**config.mk**
```make
export PLATFORM = sky130hd
export DESIGN_NAME = accel_swing_gesture_detect
export DESIGN_NICKNAME = d
export VERILOG_FILES = /design/src/rtl/asgd_pkg.sv /design/src/rtl/asgd_fifo.sv /design/src/rtl/asgd_front.sv /design/src/rtl/asgd_back.sv /design/src/rtl/accel_swing_gesture_detect.sv
export SDC_FILE = /design/constraint.sdc
export NUM_CORES = 2
export LEC_CHECK = 0
export ABC_AREA = 0
export BUFFER_PORTS_ARGS = -buffer_cell sky130_fd_sc_hd__clkbuf_2
export CAP_MARGIN = 0
export CORE_UTILIZATION = 45
export DETAILED_ROUTE_END_ITERATION = 8
export PLACE_DENSITY = 0.68
export RECOVER_POWER = 50
export SETUP_SLACK_MARGIN = 0.4
export SLEW_MARGIN = 15
export SYNTH_ARGS = -nofsm -noshare
export SYNTH_HDL_FRONTEND = slang
export SYNTH_SLANG_ARGS = --single-unit
```
**constraint.sdc**
```tcl
create_clock -name clock -period 9.6 [get_ports clock]
set_input_delay 0.48 -clock clock [delete_from_list [all_inputs] [get_ports clock]]
set_output_delay 0.48 -clock clock [all_outputs]
set_load 0.005 [all_outputs]
```
**src/rtl/asgd_pkg.sv**
```systemverilog
// Shared types and constants of the swing and spin gesture detector.
// Holds item structs, register codes and reset values; no dependencies.
package asgd_pkg;

   // Default history geometry
   localparam int LOOKBACK_DEFAULT    = 20;
   localparam int SPIN_WINDOW_DEFAULT = 15;

   // Field widths
   localparam int ACCEL_W     = 16;
   localparam int DIST_W      = 35;
   localparam int CSR_IDX_W   = 3;
   localparam int CSR_DATA_W  = 35;

   // Configuration register indexes
   localparam logic [CSR_IDX_W-1:0] CSR_SWING_DIST_SQ_LIMIT  = 3'd0;
   localparam logic [CSR_IDX_W-1:0] CSR_SPIN_DROP_LIMIT      = 3'd1;
   localparam logic [CSR_IDX_W-1:0] CSR_SWING_RELEASE_FRAMES = 3'd2;
   localparam logic [CSR_IDX_W-1:0] CSR_SPIN_RELEASE_FRAMES  = 3'd3;
   localparam logic [CSR_IDX_W-1:0] CSR_REPEAT_START_FRAMES  = 3'd4;

   // Register reset values
   localparam logic [DIST_W-1:0] SWING_DIST_SQ_LIMIT_RST  = 35'd16777216;
   localparam logic [15:0]       SPIN_DROP_LIMIT_RST      = 16'd1638;
   localparam logic [7:0]        SWING_RELEASE_FRAMES_RST = 8'd6;
   localparam logic [7:0]        SPIN_RELEASE_FRAMES_RST  = 8'd8;
   localparam logic [7:0]        REPEAT_START_FRAMES_RST  = 8'd30;

   // Bound on the spin quiet count for repeated trigger pulses while spin is held
   localparam int REPEAT_PERIOD = 15;

   typedef struct packed {
      logic                      sample_ok;
      logic signed [ACCEL_W-1:0] accel_x;
      logic signed [ACCEL_W-1:0] accel_y;
      logic signed [ACCEL_W-1:0] accel_z;
   } req_item_type;

   typedef struct packed {
      logic swing_now;
      logic swing_held;
      logic spin_now;
      logic spin_held;
      logic trigger_pulse;
   } rsp_item_type;

   typedef struct packed {
      logic signed [ACCEL_W-1:0] x;
      logic signed [ACCEL_W-1:0] y;
      logic signed [ACCEL_W-1:0] z;
   } sample_type;

   // Classified item handed from front to back
   typedef struct packed {
      logic       sample_ok;
      logic       swing_en;
      logic       spin_en;
      sample_type sample;
   } cmd_type;

endpackage

```
**src/rtl/asgd_fifo.sv**
```systemverilog
// Small register queue used between front and back and on the result side.
// Generic width and depth; no package dependencies.
module asgd_fifo #(
   parameter int WIDTH = 8,
   parameter int DEPTH = 2
) (
   input  logic             clock,
   input  logic             reset,
   input  logic             push,
   input  logic [WIDTH-1:0] push_data,
   output logic             full,
   input  logic             pop,
   output logic [WIDTH-1:0] pop_data,
   output logic             empty
);
   localparam int PTR_W = (DEPTH > 1) ? $clog2(DEPTH) : 1;
   localparam int CNT_W = $clog2(DEPTH + 1);

   logic [WIDTH-1:0] slot_ff [DEPTH];
   logic [PTR_W-1:0] wr_ptr_ff, wr_ptr_in;
   logic [PTR_W-1:0] rd_ptr_ff, rd_ptr_in;
   logic [CNT_W-1:0] fill_ff, fill_in;
   logic             do_push, do_pop;

   assign full     = (fill_ff == CNT_W'(DEPTH));
   assign empty    = (fill_ff == '0);
   assign do_push  = push && !full;
   assign do_pop   = pop && !empty;
   assign pop_data = slot_ff[rd_ptr_ff];

   // Pointer and fill bookkeeping
   always_comb begin
      wr_ptr_in = wr_ptr_ff;
      rd_ptr_in = rd_ptr_ff;
      fill_in   = fill_ff;
      if (do_push) begin
         wr_ptr_in = (wr_ptr_ff == PTR_W'(DEPTH - 1)) ? '0 : wr_ptr_ff + 1'b1;
      end
      if (do_pop) begin
         rd_ptr_in = (rd_ptr_ff == PTR_W'(DEPTH - 1)) ? '0 : rd_ptr_ff + 1'b1;
      end
      if (do_push && !do_pop) begin
         fill_in = fill_ff + 1'b1;
      end else if (do_pop && !do_push) begin
         fill_in = fill_ff - 1'b1;
      end
   end

   always_ff @(posedge clock) begin
      if (reset) begin
         wr_ptr_ff <= '0;
         rd_ptr_ff <= '0;
         fill_ff   <= '0;
      end else begin
         wr_ptr_ff <= wr_ptr_in;
         rd_ptr_ff <= rd_ptr_in;
         fill_ff   <= fill_in;
      end
   end

   // Storage slots
   always_ff @(posedge clock) begin
      if (do_push) begin
         slot_ff[wr_ptr_ff] <= push_data;
      end
   end

endmodule

```
**src/rtl/asgd_front.sv**
```systemverilog
// Front end: accepts sample items, tracks the history fill level and marks
// each item for swing and spin evaluation. Uses asgd_pkg.
module asgd_front #(
   parameter int LOOKBACK    = asgd_pkg::LOOKBACK_DEFAULT,
   parameter int SPIN_WINDOW = asgd_pkg::SPIN_WINDOW_DEFAULT
) (
   input  logic                   clock,
   input  logic                   reset,
   input  logic                   req_push,
   output logic                   req_full,
   input  asgd_pkg::req_item_type req_data,
   input  logic                   q_full,
   output logic                   q_push,
   output asgd_pkg::cmd_type      q_cmd
);
   import asgd_pkg::*;

   localparam int HIST_DEPTH = (LOOKBACK + 1 > SPIN_WINDOW) ? LOOKBACK + 1 : SPIN_WINDOW;
   localparam int CNT_W      = $clog2(HIST_DEPTH + 1);

   logic [CNT_W-1:0] count_ff, count_in;
   logic [CNT_W-1:0] count_next;
   logic             accept;

   assign req_full = q_full;
   assign accept   = req_push && !q_full;
   assign q_push   = accept;

   // Fill level after this item; saturates at the history depth
   always_comb begin
      count_next = count_ff;
      if (req_data.sample_ok && (count_ff < CNT_W'(HIST_DEPTH))) begin
         count_next = count_ff + 1'b1;
      end
      count_in = accept ? count_next : count_ff;
   end

   // Classify the item
   always_comb begin
      q_cmd.sample_ok = req_data.sample_ok;
      q_cmd.swing_en  = req_data.sample_ok && (count_next >= CNT_W'(LOOKBACK + 1));
      q_cmd.spin_en   = (count_next >= CNT_W'(SPIN_WINDOW));
      q_cmd.sample.x  = req_data.accel_x;
      q_cmd.sample.y  = req_data.accel_y;
      q_cmd.sample.z  = req_data.accel_z;
   end

   always_ff @(posedge clock) begin
      if (reset) begin
         count_ff <= '0;
      end else begin
         count_ff <= count_in;
      end
   end

endmodule

```
**src/rtl/asgd_back.sv**
```systemverilog
// Back end: sample history memory, serial history walk, distance squares,
// latch counters, trigger and the configuration registers. Uses asgd_pkg.
module asgd_back #(
   parameter int LOOKBACK    = asgd_pkg::LOOKBACK_DEFAULT,
   parameter int SPIN_WINDOW = asgd_pkg::SPIN_WINDOW_DEFAULT
) (
   input  logic                                 clock,
   input  logic                                 reset,
   input  logic                                 cmd_empty,
   output logic                                 cmd_pop,
   input  asgd_pkg::cmd_type                    cmd_data,
   input  logic                                 rsp_full,
   output logic                                 rsp_push,
   output asgd_pkg::rsp_item_type               rsp_item,
   input  logic                                 csr_valid,
   output logic                                 csr_ready,
   input  logic [asgd_pkg::CSR_IDX_W-1:0]       csr_index,
   input  logic [asgd_pkg::CSR_DATA_W-1:0]      csr_data
);
   import asgd_pkg::*;

   localparam int HIST_DEPTH = (LOOKBACK + 1 > SPIN_WINDOW) ? LOOKBACK + 1 : SPIN_WINDOW;
   localparam int AW         = $clog2(HIST_DEPTH);

   typedef enum logic [2:0] {
      S_IDLE,
      S_READ,
      S_DRAIN,
      S_MUL,
      S_UPDATE,
      S_EMIT
   } state_type;

   function automatic logic [15:0] sat_inc(input logic [15:0] c);
      return (c == 16'hFFFF) ? c : c + 16'd1;
   endfunction

   // Residue mod 15 by nibble folding (16 = 1 mod 15)
   function automatic logic mod15_is_zero(input logic [15:0] v);
      logic [5:0] s;
      logic [4:0] t;
      s = 6'(v[3:0]) + 6'(v[7:4]) + 6'(v[11:8]) + 6'(v[15:12]);
      t = 5'(s[5:4]) + 5'(s[3:0]);
      return (t == 5'd0) || (t == 5'd15);
   endfunction

   function automatic logic [AW-1:0] ptr_dec(input logic [AW-1:0] p);
      return (p == '0) ? AW'(HIST_DEPTH - 1) : p - 1'b1;
   endfunction

   // Configuration registers
   logic [DIST_W-1:0] dist_limit_ff, dist_limit_in;
   logic [15:0]       drop_limit_ff, drop_limit_in;
   logic [7:0]        swing_rel_ff, swing_rel_in;
   logic [7:0]        spin_rel_ff, spin_rel_in;
   logic [7:0]        repeat_start_ff, repeat_start_in;

   // Sequencer and walk
   state_type         state_ff, state_in;
   cmd_type           cmd_ff, cmd_in;
   logic [AW-1:0]     wr_ptr_ff, wr_ptr_in;
   logic [AW-1:0]     rd_ptr_ff, rd_ptr_in;
   logic [AW-1:0]     issue_age_ff, issue_age_in;
   logic [AW-1:0]     data_age_ff, data_age_in;
   logic              data_vld_ff, data_vld_in;
   sample_type        cur_ff, cur_in;
   sample_type        prev_ff, prev_in;
   logic signed [15:0] min_y_ff, min_y_in;
   logic [1:0]        mstep_ff, mstep_in;
   logic [31:0]       prod_ff, prod_in;
   logic [33:0]       acc_ff, acc_in;

   // Detector state
   logic              swing_flag_ff, swing_flag_in;
   logic              swing_latch_ff, swing_latch_in;
   logic [15:0]       swing_quiet_ff, swing_quiet_in;
   logic [15:0]       swing_lc_ff, swing_lc_in;
   logic              spin_now_ff, spin_now_in;
   logic              spin_latch_ff, spin_latch_in;
   logic [15:0]       spin_quiet_ff, spin_quiet_in;
   logic [15:0]       spin_hold_ff, spin_hold_in;

   // Memory
   sample_type        mem [HIST_DEPTH];
   sample_type        rd_data_ff;
   logic              mem_we;

   // Datapath intermediates
   logic signed [15:0] mul_a, mul_b;
   logic signed [16:0] mul_diff;
   logic signed [33:0] mul_sq;
   logic signed [16:0] spin_diff;
   logic               spin_hit;
   logic               swing_hit;
   logic               base_latch;
   logic [15:0]        base_quiet, base_hold;
   logic [15:0]        rep_gap;
   logic               trig;

   assign csr_ready = 1'b1;
   assign cmd_pop   = (state_ff == S_IDLE) && !cmd_empty;
   assign mem_we    = cmd_pop && cmd_data.sample_ok;
   assign rsp_push  = (state_ff == S_EMIT) && !rsp_full;

   // Configuration write decode
   always_comb begin
      dist_limit_in   = dist_limit_ff;
      drop_limit_in   = drop_limit_ff;
      swing_rel_in    = swing_rel_ff;
      spin_rel_in     = spin_rel_ff;
      repeat_start_in = repeat_start_ff;
      if (csr_valid) begin
         unique case (csr_index)
            CSR_SWING_DIST_SQ_LIMIT:  dist_limit_in   = csr_data[DIST_W-1:0];
            CSR_SPIN_DROP_LIMIT:      drop_limit_in   = csr_data[15:0];
            CSR_SWING_RELEASE_FRAMES: swing_rel_in    = csr_data[7:0];
            CSR_SPIN_RELEASE_FRAMES:  spin_rel_in     = csr_data[7:0];
            CSR_REPEAT_START_FRAMES:  repeat_start_in = csr_data[7:0];
            default: ;
         endcase
      end
   end

   // Squared difference of one axis per cycle
   always_comb begin
      case (mstep_ff)
         2'd0:    begin mul_a = cur_ff.x; mul_b = prev_ff.x; end
         2'd1:    begin mul_a = cur_ff.y; mul_b = prev_ff.y; end
         default: begin mul_a = cur_ff.z; mul_b = prev_ff.z; end
      endcase
      mul_diff = {mul_a[15], mul_a} - {mul_b[15], mul_b};
      mul_sq   = mul_diff * mul_diff;
   end

   // Spin peak: the running drop telescopes to y0 minus the window minimum
   always_comb begin
      spin_diff = {cur_ff.y[15], cur_ff.y} - {min_y_ff[15], min_y_ff};
      spin_hit  = cmd_ff.spin_en && !spin_diff[16] && (spin_diff[15:0] > drop_limit_ff);
      swing_hit = cmd_ff.swing_en && ({1'b0, acc_ff} >= dist_limit_ff);
   end

   // Spin state as seen at frame start; cleared unless swing_en is set
   always_comb begin
      base_latch = cmd_ff.swing_en ? spin_latch_ff : 1'b0;
      base_quiet = cmd_ff.swing_en ? spin_quiet_ff : 16'd0;
      base_hold  = cmd_ff.swing_en ? spin_hold_ff  : 16'd0;
   end

   // Trigger from the updated counters
   always_comb begin
      rep_gap = spin_hold_ff - {8'h00, repeat_start_ff};
      trig    = (swing_lc_ff == 16'd1) ||
                ((spin_hold_ff >= {8'h00, repeat_start_ff}) && mod15_is_zero(rep_gap) &&
                 (spin_quiet_ff < 16'(REPEAT_PERIOD)));
      rsp_item.swing_now     = swing_flag_ff;
      rsp_item.swing_held    = swing_latch_ff;
      rsp_item.spin_now      = spin_now_ff;
      rsp_item.spin_held     = spin_latch_ff;
      rsp_item.trigger_pulse = trig;
   end

   // Sequencer next state
   always_comb begin
      state_in       = state_ff;
      cmd_in         = cmd_ff;
      wr_ptr_in      = wr_ptr_ff;
      rd_ptr_in      = rd_ptr_ff;
      issue_age_in   = issue_age_ff;
      data_age_in    = issue_age_ff;
      data_vld_in    = (state_ff == S_READ);
      cur_in         = cur_ff;
      prev_in        = prev_ff;
      min_y_in       = min_y_ff;
      mstep_in       = mstep_ff;
      prod_in        = prod_ff;
      acc_in         = acc_ff;
      swing_flag_in  = swing_flag_ff;
      swing_latch_in = swing_latch_ff;
      swing_quiet_in = swing_quiet_ff;
      swing_lc_in    = swing_lc_ff;
      spin_now_in    = spin_now_ff;
      spin_latch_in  = spin_latch_ff;
      spin_quiet_in  = spin_quiet_ff;
      spin_hold_in   = spin_hold_ff;

      // Capture read data by age
      if (data_vld_ff) begin
         if (data_age_ff == '0) begin
            cur_in = rd_data_ff;
         end
         if (data_age_ff == AW'(1)) begin
            min_y_in = rd_data_ff.y;
         end else if ((data_age_ff > AW'(1)) && (data_age_ff <= AW'(SPIN_WINDOW - 1))) begin
            if (rd_data_ff.y < min_y_ff) begin
               min_y_in = rd_data_ff.y;
            end
         end
         if (data_age_ff == AW'(LOOKBACK)) begin
            prev_in = rd_data_ff;
         end
      end

      unique case (state_ff)
         S_IDLE: begin
            if (!cmd_empty) begin
               cmd_in       = cmd_data;
               issue_age_in = '0;
               if (cmd_data.sample_ok) begin
                  wr_ptr_in = (wr_ptr_ff == AW'(HIST_DEPTH - 1)) ? '0 : wr_ptr_ff + 1'b1;
                  rd_ptr_in = wr_ptr_ff;
               end else begin
                  rd_ptr_in = ptr_dec(wr_ptr_ff);
               end
               state_in = S_READ;
            end
         end
         S_READ: begin
            rd_ptr_in    = ptr_dec(rd_ptr_ff);
            issue_age_in = issue_age_ff + 1'b1;
            if (issue_age_ff == AW'(HIST_DEPTH - 1)) begin
               state_in = S_DRAIN;
            end
         end
         S_DRAIN: begin
            mstep_in = 2'd0;
            state_in = S_MUL;
         end
         S_MUL: begin
            prod_in  = mul_sq[31:0];
            acc_in   = (mstep_ff == 2'd0) ? '0 : acc_ff + {2'b00, prod_ff};
            mstep_in = mstep_ff + 1'b1;
            if (mstep_ff == 2'd3) begin
               state_in = S_UPDATE;
            end
         end
         S_UPDATE: begin
            swing_flag_in = swing_hit;
            if (cmd_ff.swing_en) begin
               swing_quiet_in = swing_hit ? 16'd0 : sat_inc(swing_quiet_ff);
               if (swing_latch_ff) begin
                  swing_latch_in = !(swing_quiet_in > {8'h00, swing_rel_ff});
               end else begin
                  swing_latch_in = swing_hit;
               end
               swing_lc_in = swing_latch_in ? sat_inc(swing_lc_ff) : 16'd0;
            end
            spin_now_in   = spin_hit;
            spin_quiet_in = spin_hit ? 16'd0 : sat_inc(base_quiet);
            if (base_latch) begin
               spin_latch_in = !(spin_quiet_in > {8'h00, spin_rel_ff});
            end else begin
               spin_latch_in = spin_hit;
            end
            spin_hold_in = spin_latch_in ? sat_inc(base_hold) : 16'd0;
            state_in     = S_EMIT;
         end
         S_EMIT: begin
            if (!rsp_full) begin
               state_in = S_IDLE;
            end
         end
         default: state_in = S_IDLE;
      endcase
   end

   // Sequencer, detector state and configuration registers
   always_ff @(posedge clock) begin
      if (reset) begin
         state_ff        <= S_IDLE;
         wr_ptr_ff       <= '0;
         data_vld_ff     <= 1'b0;
         swing_flag_ff   <= 1'b0;
         swing_latch_ff  <= 1'b0;
         swing_quiet_ff  <= '0;
         swing_lc_ff     <= '0;
         spin_now_ff     <= 1'b0;
         spin_latch_ff   <= 1'b0;
         spin_quiet_ff   <= '0;
         spin_hold_ff    <= '0;
         dist_limit_ff   <= SWING_DIST_SQ_LIMIT_RST;
         drop_limit_ff   <= SPIN_DROP_LIMIT_RST;
         swing_rel_ff    <= SWING_RELEASE_FRAMES_RST;
         spin_rel_ff     <= SPIN_RELEASE_FRAMES_RST;
         repeat_start_ff <= REPEAT_START_FRAMES_RST;
      end else begin
         state_ff        <= state_in;
         wr_ptr_ff       <= wr_ptr_in;
         data_vld_ff     <= data_vld_in;
         swing_flag_ff   <= swing_flag_in;
         swing_latch_ff  <= swing_latch_in;
         swing_quiet_ff  <= swing_quiet_in;
         swing_lc_ff     <= swing_lc_in;
         spin_now_ff     <= spin_now_in;
         spin_latch_ff   <= spin_latch_in;
         spin_quiet_ff   <= spin_quiet_in;
         spin_hold_ff    <= spin_hold_in;
         dist_limit_ff   <= dist_limit_in;
         drop_limit_ff   <= drop_limit_in;
         swing_rel_ff    <= swing_rel_in;
         spin_rel_ff     <= spin_rel_in;
         repeat_start_ff <= repeat_start_in;
         cmd_ff          <= cmd_in;
         rd_ptr_ff       <= rd_ptr_in;
         issue_age_ff    <= issue_age_in;
         data_age_ff     <= data_age_in;
         cur_ff          <= cur_in;
         prev_ff         <= prev_in;
         min_y_ff        <= min_y_in;
         mstep_ff        <= mstep_in;
         prod_ff         <= prod_in;
         acc_ff          <= acc_in;
      end
   end

   // History memory, one write and one registered read per cycle
   always_ff @(posedge clock) begin
      if (mem_we) begin
         mem[wr_ptr_ff] <= cmd_data.sample;
      end
      rd_data_ff <= mem[rd_ptr_ff];
   end

`ifndef SYNTHESIS
   a_swing_count_tracks_latch: assert property (@(posedge clock) disable iff (reset)
      swing_latch_ff == (swing_lc_ff != 16'd0))
      else $error("swing latch count out of step with latch");

   a_spin_hold_tracks_latch: assert property (@(posedge clock) disable iff (reset)
      spin_latch_ff == (spin_hold_ff != 16'd0))
      else $error("spin hold count out of step with latch");

   a_emit_returns_idle: assert property (@(posedge clock) disable iff (reset)
      rsp_push |=> (state_ff == S_IDLE))
      else $error("sequencer did not return to idle after a result");

   a_spin_now_clears_quiet: assert property (@(posedge clock) disable iff (reset)
      (state_ff == S_EMIT) && spin_now_ff |-> (spin_quiet_ff == 16'd0))
      else $error("spin quiet count not cleared on a spin frame");

   a_pop_only_when_idle: assert property (@(posedge clock) disable iff (reset)
      cmd_pop |=> (state_ff == S_READ))
      else $error("item taken without starting the history walk");
`endif

endmodule

```
**src/rtl/accel_swing_gesture_detect.sv**
```systemverilog
// Top level of the accelerometer swing and spin gesture detector.
// Instantiates asgd_front, two asgd_fifo queues and asgd_back; uses asgd_pkg.
//
//  channel | direction | handshake            | payload
//  --------+-----------+----------------------+-----------------------------
//  req     | in        | req_push / req_full  | req_data  (req_item_type)
//  rsp     | out       | rsp_pop / rsp_empty  | rsp_data  (rsp_item_type)
//  csr     | in        | csr_valid/csr_ready  | csr_index, csr_data
//
// Each item walks the history memory one entry a cycle through its single
// read port, then three axis squares share one multiplier.
// Two items queue ahead of the back end and two results queue behind it.
// Reset is synchronous; the history memory needs no clearing pass.
// A stalled result side only holds the back end once the result queue fills.
module accel_swing_gesture_detect #(
   parameter int LOOKBACK    = asgd_pkg::LOOKBACK_DEFAULT,
   parameter int SPIN_WINDOW = asgd_pkg::SPIN_WINDOW_DEFAULT
) (
   input  logic                            clock,
   input  logic                            reset,
   input  logic                            req_push,
   output logic                            req_full,
   input  asgd_pkg::req_item_type          req_data,
   output logic                            rsp_empty,
   input  logic                            rsp_pop,
   output asgd_pkg::rsp_item_type          rsp_data,
   input  logic                            csr_valid,
   output logic                            csr_ready,
   input  logic [asgd_pkg::CSR_IDX_W-1:0]  csr_index,
   input  logic [asgd_pkg::CSR_DATA_W-1:0] csr_data
);
   import asgd_pkg::*;

   localparam int QUEUE_DEPTH = 2;

   cmd_type      front_cmd, back_cmd;
   logic         front_push, cmdq_full, cmdq_empty, cmd_pop;
   rsp_item_type back_item;
   logic         rsp_push, rspq_full;

   // Front end: accept and classify
   asgd_front #(
      .LOOKBACK    (LOOKBACK),
      .SPIN_WINDOW (SPIN_WINDOW)
   ) u_front (
      .clock    (clock),
      .reset    (reset),
      .req_push (req_push),
      .req_full (req_full),
      .req_data (req_data),
      .q_full   (cmdq_full),
      .q_push   (front_push),
      .q_cmd    (front_cmd)
   );

   // Queue between front and back
   asgd_fifo #(
      .WIDTH ($bits(cmd_type)),
      .DEPTH (QUEUE_DEPTH)
   ) u_cmd_queue (
      .clock     (clock),
      .reset     (reset),
      .push      (front_push),
      .push_data (front_cmd),
      .full      (cmdq_full),
      .pop       (cmd_pop),
      .pop_data  (back_cmd),
      .empty     (cmdq_empty)
   );

   // Back end: history walk and detectors
   asgd_back #(
      .LOOKBACK    (LOOKBACK),
      .SPIN_WINDOW (SPIN_WINDOW)
   ) u_back (
      .clock     (clock),
      .reset     (reset),
      .cmd_empty (cmdq_empty),
      .cmd_pop   (cmd_pop),
      .cmd_data  (back_cmd),
      .rsp_full  (rspq_full),
      .rsp_push  (rsp_push),
      .rsp_item  (back_item),
      .csr_valid (csr_valid),
      .csr_ready (csr_ready),
      .csr_index (csr_index),
      .csr_data  (csr_data)
   );

   // Result queue
   asgd_fifo #(
      .WIDTH ($bits(rsp_item_type)),
      .DEPTH (QUEUE_DEPTH)
   ) u_rsp_queue (
      .clock     (clock),
      .reset     (reset),
      .push      (rsp_push),
      .push_data (back_item),
      .full      (rspq_full),
      .pop       (rsp_pop),
      .pop_data  (rsp_data),
      .empty     (rsp_empty)
   );

endmodule
```
==> summary.md <==
| Metric | Value |
|---|---|
| Register bit count reported by yosys | `about 1500` |
| Total Neg Setup Slack | `0 ns` |
| Worst hold path type | `input pin to flop` |
| CP Max Fanout | `7` |
| Share of cells above drive strength 1 | `between 10% and 20%` |
| Slew of the pin with the lowest slew margin | `approximately 4.2 ns` |
| Critical path data required time | `around 10 ns` |
| Top-count cell post-synth | `edfxtp_1` |
| Routed length per instance | `22.0 um` |
| Vias in the first global route | `around 42000` |
| Mapped Nets | `roughly 5600` |
| Synth unique cells | `96` |
| CTS sink cnt | `roughly 1500` |
| CP max stage cell | `fa_1` |
| Drt pass-1 iters | `6` |
| Gpl congestion | `roughly 0.93` |
| Status | `complete, but fails checks` |
| CTS tree | `yes` |
| Final ANT Viol Nets | `0` |
| Post-layout nets | `between 5000 and 6000` |
| Final count of pins violating max slew | `410` |
| Startpoint Class | `flop` |
| List of most frequent post-synthesis cells | `edfxtp_1, inv_1, nand2_1` |
| Worst path max stage delay | `between 0.5 and 0.6 ns` |
| Worst-Skew Late Latency | `about 0.80 ns` |
| Max_slew headroom | `-182%` |
| Synth Cell Area | `between 70000 and 80000 um2` |
| Fin crit period | `8.96 ns` |
| Syn_area_per_cell | `14.5 um2` |
| Setup CP Type | `flop to flop` |
| DP HPWL | `about 100000 um` |
| Critical Path End Type | `flop` |
| Core Area | `~160000 um2` |
| Die width | `around 410 um` |
| Final Hold Viols | `0` |
| Buffers on Ports | `98` |
| N_diodes | `0` |
| Primary FF master, synth | `edfxtp_1` |
| Finish-stage setup viols | `0` |
| Post-Route WL | `between 150000 and 200000 um` |
| Synth Instances | `roughly 5000` |
| Period utilisation layout | `between 90 and 100%` |
| Largest net degree at the start of global routing | `~130` |
| Chip height | `405 um` |
| Starting density of the core | `45.5%` |
| Hold Crit Depth | `3` |
| Ranking of synthesized cells by area | `edfxtp_1, mux4_2, fa_1` |
| Iteration-0 DRC Markers | `between 3000 and 4000` |
| GRT Total Usage | `approximately a fifth` |
| Max cap viols | `8` |
| Crit path DAT | `9.47 ns` |
| Max Root-Sink Buffers | `3` |
| Syn. warnings | `0` |
| Synth top area share | `54.0%` |
| Fraction of registers with async set/reset | `0%` |
| Clock transition at the registers of the reported paths | `around 0.060 ns` |
| Vias/cell | `approximately 5.5` |
| Area Growth Syn to Fin | `13.2%` |
| TritonCTS Buffers | `154` |
| Cell mode on critical path | `fa_1` |
| Global-route wire length before repair | `252000 um` |
| # H-tree levels | `4` |
| DRC viols | `0` |
| R2r worst-path depth | `36` |
| Clk root buf | `clkbuf_16` |
| Congestion Overflow GR | `0` |
| Fmax achieved | `between 100 and 150 MHz` |
| RSZ-0062 raised after global routing | `false` |
| EDFF count, synth | `around 1300` |
| Register area share after synthesis | `around three fifths` |
| Failing checks | `max-capacitance violations, max-slew violations` |
| Largest area contributor in the netlist | `edfxtp_1` |
| Num rows | `around 150` |
| Io pins | `100` |
| Routed via count | `approximately 42000` |
| Clock Skew | `0.0675 ns` |
| Initial antenna violation count | `10` |
| Die ar. | `~160000 um2` |
[through the flow]
step	utilization, %	std cells	setup WS, ns	hold slack [ns]	instance area (um2)
6_report	51.5	7558	0.637	0.0752	82800
2_1_floorplan	-	5030	0.402	0.404	73200
5_1_grt	51.5	7558	0.209	0.0402	82800
4_1_cts	51.2	7541	0.401	0.0217	82500
3_3_place_gp	47.5	7175	0.233	0.410	76500
3_5_place_dp	47.5	7175	0.0615	0.417	76500
[routing by layer]
metal,GRT usage (%),vias to the layer above,part of all wire (%)
li1,-,19000,-
met1,27.5,21200,42
met2,33.4,1323,48
met3,3.92,279,6.7
met4,6.00,8,2.7
met5,0,-,0.034
[state kept, by name (all words and copies together) (netlist names), 16 cells and up, named ones only]
register,count
u_back.spin_hold_ff,16
u_back.cur_ff,48
u_cmd_queue.slot_ff,102
u_back.prod_ff,31
u_back.min_y_ff,16
u_back.prev_ff,48
u_back.mem,1008
u_back.acc_ff,34
u_back.drop_limit_ff,16
u_back.swing_lc_ff,16
u_back.spin_quiet_ff,16
u_back.swing_quiet_ff,16
u_back.dist_limit_ff,35
u_back.rd_data_ff,48
[area by class of cell]
cell class / instances / area (um2)
clock buffer: 197 / 4170
multi-input combinational: 2809 / 27300
sequential: 1531 / 43800
inverter: 487 / 1840
tap: 2160 / 2700
timing repair buffer: 288 / 2110
fill: 13200 / 78100
clock inverter: 86 / 907
[worst paths after layout]
| path | from | to | slack, ns |
|---|---|---|---|
| max | u_back.mstep_ff[0]$_SDFFCE_PN0P_ | u_back.prod_ff[30]$_DFFE_PP_ | 0.64 |
| min | csr_data[0] | u_back.repeat_start_ff[0]$_SDFFE_PP0P_ | 0.08 |
| max reg2reg | u_back.mstep_ff[0]$_SDFFCE_PN0P_ | u_back.prod_ff[30]$_DFFE_PP_ | 0.64 |
| min reg2reg | u_back.rd_data_ff[46]$_DFF_P_ | u_back.cur_ff[46]$_DFFE_PP_ | 0.40 |
[kinds of logic (layout without fill, tap and decap cells)]
group	count (synthesis)	count (layout)	share of synthesized area, %
multiplexers	406	406	10.6
XOR/XNOR	151	151	1.81
AND/OR/NAND/NOR	1088	1088	6.89
buffers and inverters	690	1058	3.61
flip-flops	1531	1531	59.9
adder cells (fa/ha/maj)	526	526	11.7
other	1	1	0.00513
AO/OA/AOI/OAI	637	637	5.49
[timing repair]
action,4_1_cts,5_1_grt
endpoints found under the setup margin,6,10
gates resized for setup,17,74
pin swaps,11,48
hold buffers,76,0
hold endpoints to repair,130,0
setup buffers,7,17
[critical path: cells and delay by family (launching register included)]
family          cells  cell delay [ns]
xor+xnor            1             0.12
flops               1             0.43
fa+ha+maj          10             4.10
compound gates     15             2.90
simple gates        3             0.61
buf+inv             7             0.51
[cells in the final DEF, fill, tap and decap left out, types with 16 or more instances in the layout]
master	synthesis	layout
nand2_1	395	390
a22oi_1	23	22
nor2_1	316	284
o21ai_0	92	87
a21oi_1	260	253
and2_1	37	35
nand4_1	33	33
edfxtp_1	1316	1316
o211ai_1	30	30
xnor2_1	94	87
nor2b_1	25	24
and3_1	31	30
buf_4	4	97
nand2b_1	25	25
nand3_1	58	57
clkbuf_16	0	155
a21o_1	53	53
dfxtp_1	215	214
a22o_1	16	16
dlygate4sd3_1	0	76
clkinv_1	5	29
inv_1	479	473
nor3_1	65	63
xor2_1	57	57
mux4_2	288	288
clkbuf_2	0	63
nor4_1	17	16
mux2i_1	62	62
o21a_1	16	16
ha_1	259	250
nor2_4	0	26
a31oi_1	26	24
fa_1	267	265
mux2_1	1	49
clkbuf_1	154	71
clkinv_2	0	28
Power is left out: the tool's default activity adds up to more than one toggle a clock period on the data nets, which glitch-free logic cannot reach.
